### config.mk
export PLATFORM = sky130hd
export DESIGN_NAME = slaf_ctrl
export DESIGN_NICKNAME = d
export VERILOG_FILES = /design/src/rtl/core/slaf_pkg.sv /design/src/rtl/core/slaf_ctrl.sv
export SDC_FILE = /design/constraint.sdc
export NUM_CORES = 1
export LEC_CHECK = 0
export ABC_CLOCK_PERIOD_IN_PS = 1200
export BUFFER_PORTS_ARGS = -buffer_cell sky130_fd_sc_hd__buf_2
export CAP_MARGIN = 20
export CORE_AREA = 2 2 39 41
export CTS_CLUSTER_SIZE = 16
export DETAILED_ROUTE_END_ITERATION = 7
export DIE_AREA = 0 0 41 43
export HOLD_SLACK_MARGIN = 0.03
export REMOVE_ABC_BUFFERS = 1
export SLEW_MARGIN = 0
export SYNTH_ARGS = -nofsm -noshare
export SYNTH_HDL_FRONTEND = slang
export SYNTH_SLANG_ARGS = --single-unit
### constraint.sdc
create_clock -name clk -period 1.2 [get_ports clk]
set_input_delay 0 -clock clk [delete_from_list [all_inputs] [get_ports clk]]
set_output_delay 0 -clock clk [all_outputs]
set_load 0.005 [all_outputs]
### src/rtl/core/slaf_pkg.sv
`default_nettype none

package slaf_pkg;

	// Fixed field widths of the request and response items and the config port
	localparam int unsigned FREE_RANGE_W = 3;
	localparam int unsigned FREE_SLOT_W  = 8;
	localparam int unsigned CFG_INDEX_W  = 2;
	localparam int unsigned CFG_DATA_W   = 4;

	// Request opcodes
	localparam logic CMD_ALLOC = 1'b0;
	localparam logic CMD_FREE  = 1'b1;

	// Configuration register indexes
	localparam logic [CFG_INDEX_W-1:0] CFG_SLOT_LOG2  = 2'd0;
	localparam logic [CFG_INDEX_W-1:0] CFG_MAX_RANGES = 2'd1;
	localparam logic [CFG_INDEX_W-1:0] CFG_ROBUST     = 2'd2;

	typedef enum logic [1:0] {
		ST_OK    = 2'd0,
		ST_OOM   = 2'd1,
		ST_LIVE  = 2'd2,
		ST_DFREE = 2'd3
	} slaf_status_t;

	typedef struct packed {
		logic                    cmd;
		logic [FREE_RANGE_W-1:0] free_range;
		logic [FREE_SLOT_W-1:0]  free_slot;
	} slaf_req_t;

	typedef struct packed {
		slaf_status_t            status;
		logic [FREE_RANGE_W-1:0] range_index;
		logic [FREE_SLOT_W-1:0]  slot_index;
	} slaf_rsp_t;

	// Controller to datapath
	typedef struct packed {
		logic load;      // capture the request
		logic look;      // pick target slot, issue bitmap read
		logic commit;    // check, write back, load response
		logic clr_step;  // bitmap clearing pass, one entry
	} slaf_cmd_t;

	// Datapath to controller
	typedef struct packed {
		logic clr_last;
	} slaf_stat_t;

endpackage

`default_nettype wire

### src/rtl/core/slaf_ctrl.sv
`default_nettype none

module slaf_ctrl import slaf_pkg::*; (
	input  wire logic       clk,
	input  wire logic       arst_n,
	input  wire logic       req_valid,
	output logic            req_ready,
	output logic            rsp_valid,
	input  wire logic       rsp_ready,
	output slaf_cmd_t       cmd,
	input  wire slaf_stat_t stat
);

	typedef enum logic [1:0] {
		S_CLEAR,
		S_IDLE,
		S_LOOK,
		S_CHECK
	} state_t;

	state_t state_q;
	logic   rsp_valid_q;
	logic   commit;

	assign commit    = (state_q == S_CHECK) && (!rsp_valid_q || rsp_ready);
	assign req_ready = (state_q == S_IDLE);
	assign rsp_valid = rsp_valid_q;

	always_comb begin
		cmd          = '0;
		cmd.load     = (state_q == S_IDLE) && req_valid;
		cmd.look     = (state_q == S_LOOK);
		cmd.commit   = commit;
		cmd.clr_step = (state_q == S_CLEAR);
	end

	always_ff @(posedge clk or negedge arst_n) begin
		if (!arst_n) begin
			state_q     <= S_CLEAR;
			rsp_valid_q <= 1'b0;
		end else begin
			case (state_q)
				S_CLEAR: begin
					if (stat.clr_last) begin
						state_q <= S_IDLE;
					end
				end
				S_IDLE: begin
					if (req_valid) begin
						state_q <= S_LOOK;
					end
				end
				S_LOOK: begin
					state_q <= S_CHECK;
				end
				S_CHECK: begin
					if (commit) begin
						state_q <= S_IDLE;
					end
				end
				default: begin
					state_q <= S_IDLE;
				end
			endcase

			if (commit) begin
				rsp_valid_q <= 1'b1;
			end else if (rsp_ready) begin
				rsp_valid_q <= 1'b0;
			end
		end
	end

	a_rsp_held: assert property (@(posedge clk) disable iff (!arst_n)
		rsp_valid_q && !rsp_ready |=> rsp_valid_q)
		else $error("response dropped while stalled");

	a_seq: assert property (@(posedge clk) disable iff (!arst_n)
		cmd.load |=> (state_q == S_LOOK) ##1 (state_q == S_CHECK))
		else $error("request did not walk look/check");

endmodule

`default_nettype wire

=== Word level (Yosys, flattened, before mapping) ===
Cells that the tools add are included.
W data, S select, Z words.

* Mux-type cells: 6
* Equality and inequality tests: 6
* Reduce and logical (&&, ||, !) cells: 7

{| class="wikitable"
|+ Operators with widths
! cell !! number
|-
| $pmux W2 S4 || 1
|-
| $mux W2 || 3
|-
| $eq A2 B2 Y1 const B || 2
|-
| $ne A2 B2 Y1 const B || 2
|-
| $reduce_and A3 Y1 || 1
|-
| $eq A2 B1 Y1 const B || 1
|-
| $logic_and A1 B1 Y1 || 2
|-
| $logic_not A2 Y1 || 1
|-
| $mux W1 || 2
|-
| $ne A2 B1 Y1 const B || 1
|-
| $reduce_bool A2 Y1 || 1
|-
| $logic_not A1 Y1 || 1
|-
| $logic_or A1 B1 Y1 || 1
|}

* Output and inout bits: 6
* Logic and storage cells: 21
* Register bits after elaboration: 3
* Bits of input ports: 5

=== Longest topological paths before layout ===
* Word-level depth: 5
* Mapped depth: 5
* Gate-level depth less buffers: 5

=== Worst setup path before layout ===
Ideal clock, no wire load.

* Path kind: reg2reg
* Start: reg state_q[1]
* End: reg state_q[1]
* Setup time: 0.128 ns
* Setup slack: -0.180 ns
* Stages on the path, launching flop included: 6
* Required time: 1.072 ns
* Path buffers: 0
* Period minus slack after synthesis: 1.380 ns
* Data arrival time: 1.252 ns
* Cells stage by stage: dfrtp_1 -> inv_1 -> ha_1 -> inv_1 -> o221ai_2 -> mux2_1

* Elaborated cells on any way between the ends: 10
* Classes of those cells: eq/ne (6); mux (1); reduce/logical (3)

{| class="wikitable"
|+ RTL lines
! item !! line !! source
|-
| start, declared || slaf_ctrl.sv:21 || <nowiki>state_t state_q;</nowiki>
|-
| start signal, assigned || slaf_ctrl.sv:39 || <nowiki>state_q <= S_CLEAR;</nowiki>
|-
| start signal, assigned || slaf_ctrl.sv:45 || <nowiki>state_q <= S_IDLE;</nowiki>
|-
| start signal, assigned || slaf_ctrl.sv:50 || <nowiki>state_q <= S_LOOK;</nowiki>
|-
| $eq A2 B1 Y1 * || n/a ||
|-
| net req_ready || slaf_ctrl.sv:7 || <nowiki>output logic req_ready,</nowiki>
|-
| $ne A2 B2 Y1 (no line) || n/a ||
|-
| $reduce_and A3 Y1 (no line) || n/a ||
|}

The timed path passes the listed nets; every way through them passes the cells marked *.
A chain may end at the register's enable or synchronous reset.

=== Worst setup path in the final report ===
* Start: reg state_q[1]
* End: reg state_q[1]

* Longest elaborated chain between the ends: 4
* Elaborated cells on any way between the ends: 10
* Classes of those cells: eq/ne (6); mux (1); reduce/logical (3)

{| class="wikitable"
|+ Ends and longest elaborated chain
! item !! line !! source
|-
| $eq A2 B2 Y1 || slaf_ctrl.sv:25, slaf_ctrl.sv:42 ||
|-
| $logic_and A1 B1 Y1 || slaf_ctrl.sv:25 || <nowiki>assign commit = (state_q == S_CHECK) && (!rsp_valid_q || rsp_ready);</nowiki>
|-
| $ne A2 B2 Y1 (no line) || n/a ||
|-
| $reduce_and A3 Y1 (no line) || n/a ||
|}

Parallel ways exist; a longest one is shown, timed or not.

==> impl_summary.txt <==
----------------------------------------------------
[Worst setup path]
  Slowest stage cell, crit path ... sky130_fd_sc_hd__dfrtp_1
  Cells along the critical path ... inv_2 > ha_4 > inv_2 > o221ai_4 > mux2_4
  Worst flop-to-flop path startpoint ... state_q[1]
  Total buffers and inverters traversed by the critical path ... 2
  Launch point of the worst path ... state_q[1]
  Peak per-stage delay on the critical path ... 0.39 ns
  Required time at the endpoint of the critical path ... 1.31 ns
  Critical-path maximum fanout ... 3
  Kind of launch point of the worst setup path ... register
  Critical path capture point type ... register
  CP dominant cell by count ... sky130_fd_sc_hd__inv_2
  Worst path top cell family by delay ... flip-flops
  Critical path type ... reg2reg
  WP data arrival ... 1.40 ns

[Layout]
  Post-Layout Cell Count ... 60
  Layout-stage area growth over the synthesis result ... 113%
  Final Util ... 0.358
  Ant. Diodes ... 0
  Share of layout cells above drive strength 1 ... 0.818
  Nets ... 55

[Die]
  Die area ... 1760 um^2
  Initial Utilization ... 0.168
  Die Ht ... 43 um
  Num ports ... 11
  Chip width ... 41 um
  Number of placement rows ... 14
  Area of the core ... 1380 um^2

[Global routing]
  Overflow left after global routing ... 0
  Wire length of the first global-routing pass ... 876 um
  GRT Overall Usage ... 0.0795
  Number of antenna violations at the first check in global routing ... 0
  Maximum number of pins on one net before global-route repair ... 5
  Via count of the first global-routing pass ... 249

[STA]
  Max-slew headroom ... 0.878
  RSZ-0062 raised after global routing ... yes
  Fin crit period ... 1.29 ns
  Max-slew violation count ... 0
  Final worst slack ... -0.0918 ns
  Crit share post-route ... 1.08
  Min Hold Slack ... 0.0637 ns
  Clock Skews ... 0.00122 ns
  Worst slew pin tran ... 0.182 ns
  Number of failing hold endpoints at the final stage ... 0
  Max Clk Rate ... 0.774 GHz
  Setup-violating endpoint count in the final report ... 3

[Detailed routing]
  Router iterations before antenna repair ... 2
  Vias per Instance ... 3.67
  Final wirelength ... 516 um
  Total DRC errors in the routed layout ... 0
  Residual antenna-violating net count after detailed routing ... 0
  Routed wire per std cell ... 8.60 um
  Vias after detailed routing ... 220
  DRC marker count from the first detailed-route iteration ... 4

[Clock network]
  Num CTS Buffers ... 3
  Maximum buffer depth of the clock tree ... 2
  Number of levels in the clock H-tree ... 1
  Clock latency on the worst-skew pair ... 0.23 ns
  Clock-pin slew reported for the worst setup and hold paths after clock tree synthesis ... 0.03 ns
  Sink Count ... 3
  Root Buffer ... sky130_fd_sc_hd__clkbuf_4
  CTS tree ... yes

[Synth]
  Average footprint of a synthesized cell ... 11.1 um^2
  Number of enable flip-flop cells after synthesis ... 0
  Top post-synthesis cells by count ... 5 x sky130_fd_sc_hd__ha_1, 4 x sky130_fd_sc_hd__inv_1, 3 x sky130_fd_sc_hd__dfrtp_1, 2 x sky130_fd_sc_hd__and2_1
  Top FF cell, synth ... sky130_fd_sc_hd__dfrtp_1
  Fraction of synthesis flops using an asynchronous set or reset pin ... 1.00
  Warnings from Yosys ... 0
  Library cell with the highest instance count after synthesis ... sky130_fd_sc_hd__ha_1
  Fraction of synthesized cell area taken by the top area cell type ... 0.323
  Number of distinct standard cells referenced by the synthesized netlist ... 11
  Leading area contributor after synthesis ... sky130_fd_sc_hd__dfrtp_1
  Main area contributors after synthesis ... sky130_fd_sc_hd__dfrtp_1 32%, sky130_fd_sc_hd__ha_1 27%, sky130_fd_sc_hd__inv_1 6.5%, sky130_fd_sc_hd__o221ai_2 6.5%, sky130_fd_sc_hd__nand2b_4 5.9%
  Proportion of synthesized chip area in sequential cells ... 0.323
  Cell area after technology mapping ... 233 um^2
  Instance count of the mapped netlist ... 21
  Number of flip-flops and latches in the synthesized netlist ... 3

[Min path]
  Hold path startpoint ... rsp_ready
  Worst min path class ... in2reg

[Power and ir drop]
  Design Power ... 1.30 mW
  Power density over the cells ... 2620 nW/um^2
  Largest vdd supply drop ... 0.000688 V
  Static leakage power ... 0.241 nW

[Status]
  Failing checks ... setup timing
  Status ... finished with violations

[Placement]
  Dpl hpwl ... 356 um
  Final weighted congestion in routability-driven placement ... 0.581
  Dpl cells ... 52
  Number of I/O port buffers ... 10

[Run]
  Number of maximum-capacitance constraint violations ... 0

----------------------------------------------------
## layer usage
metal | share of wire | track usage
met5 | 0 | 0
met1 | 0.33 | 0.0583
met3 | 0.054 | 0.0471
met2 | 0.62 | 0.134
met4 | 0 | 0.0600
## report_power, final
group / internal, mW / switching (mW)
combinational: 0.560 / 0.334
clock: 0.124 / 0.0481
sequential: 0.160 / 0.0719
total: 0.844 / 0.454
## stage by stage
| stage | setup TNS [ns] | setup WS, ns | cell area, um^2 |
|---|---|---|---|
| 6_report | -0.152 | -0.0918 | 495 |
| 5_1_grt | -0.331 | -0.142 | 495 |
| 4_1_cts | -0.145 | -0.0915 | 460 |
| 3_5_place_dp | -0.235 | -0.156 | 340 |
| 3_3_place_gp | -0.239 | -0.159 | 340 |
| 2_1_floorplan | -0.180 | -0.180 | 225 |
## kinds of logic after synthesis
group / share of synthesized area
buffers and inverters: 0.0968
adders and majority gates: 0.269
and+or+nand+nor: 0.156
DFF: 0.323
muxes: 0.0914
AOI/OAI and AO/OA: 0.0645
## cell usage in the layout, fill, tap and decap left out
cell type	n
sky130_fd_sc_hd__inv_2	4
sky130_fd_sc_hd__buf_4	7
sky130_fd_sc_hd__dlygate4sd3_1	1
sky130_fd_sc_hd__buf_2	8
sky130_fd_sc_hd__mux2_4	1
sky130_fd_sc_hd__nand2b_4	2
sky130_fd_sc_hd__clkbuf_4	3
sky130_fd_sc_hd__ha_4	4
sky130_fd_sc_hd__o221ai_4	1
sky130_fd_sc_hd__clkbuf_1	1
sky130_fd_sc_hd__and2_4	1
sky130_fd_sc_hd__dfrtp_2	1
sky130_fd_sc_hd__dfrtp_1	2
sky130_fd_sc_hd__buf_6	4
sky130_fd_sc_hd__nand2_1	1
sky130_fd_sc_hd__mux2i_1	1
sky130_fd_sc_hd__and2_1	1
sky130_fd_sc_hd__ha_1	1
## path summary, 6_finish.rpt
| kind | endpoint | slack, ns | cells past startpoint |
|---|---|---|---|
| max | state_q[1] | -0.09 | 5 |
| min | rsp_valid | 0.06 | 3 |
| max reg2reg | state_q[1] | -0.09 | 5 |
| min reg2reg | rsp_valid | 0.55 | 2 |
| max in group asynchronous | state_q[0] | 0.99 | 2 |
| min in group asynchronous | rsp_valid | 0.09 | 2 |
## area by class of cell
type	count	area, um^2
timing repair buffer	20	148
clock buffer	4	26.3
multi-input combinational	13	210
inverter	4	15.0
fill	141	888
sequential	3	76.3
tap	16	20.0
## sequential cells by signal, summed over array words and instances, names as in the netlist
register and count:
rsp_valid 1, state_q 2
## tightest hold or removal path, cell delays in order
cell and delay [ns]:
sky130_fd_sc_hd__buf_2 0.08, sky130_fd_sc_hd__nand2b_4 0.12, sky130_fd_sc_hd__nand2_1 0.05
## repair_timing
action | CTS | global route
pin swaps | 2 | 2
setup buffers | 4 | 0
gates resized for setup | 15 | 7
setup endpoints to repair | 3 | 5
hold buffers | 1 | 0
hold endpoints to repair | 3 | 0
(Power assumes the default switching activity.)
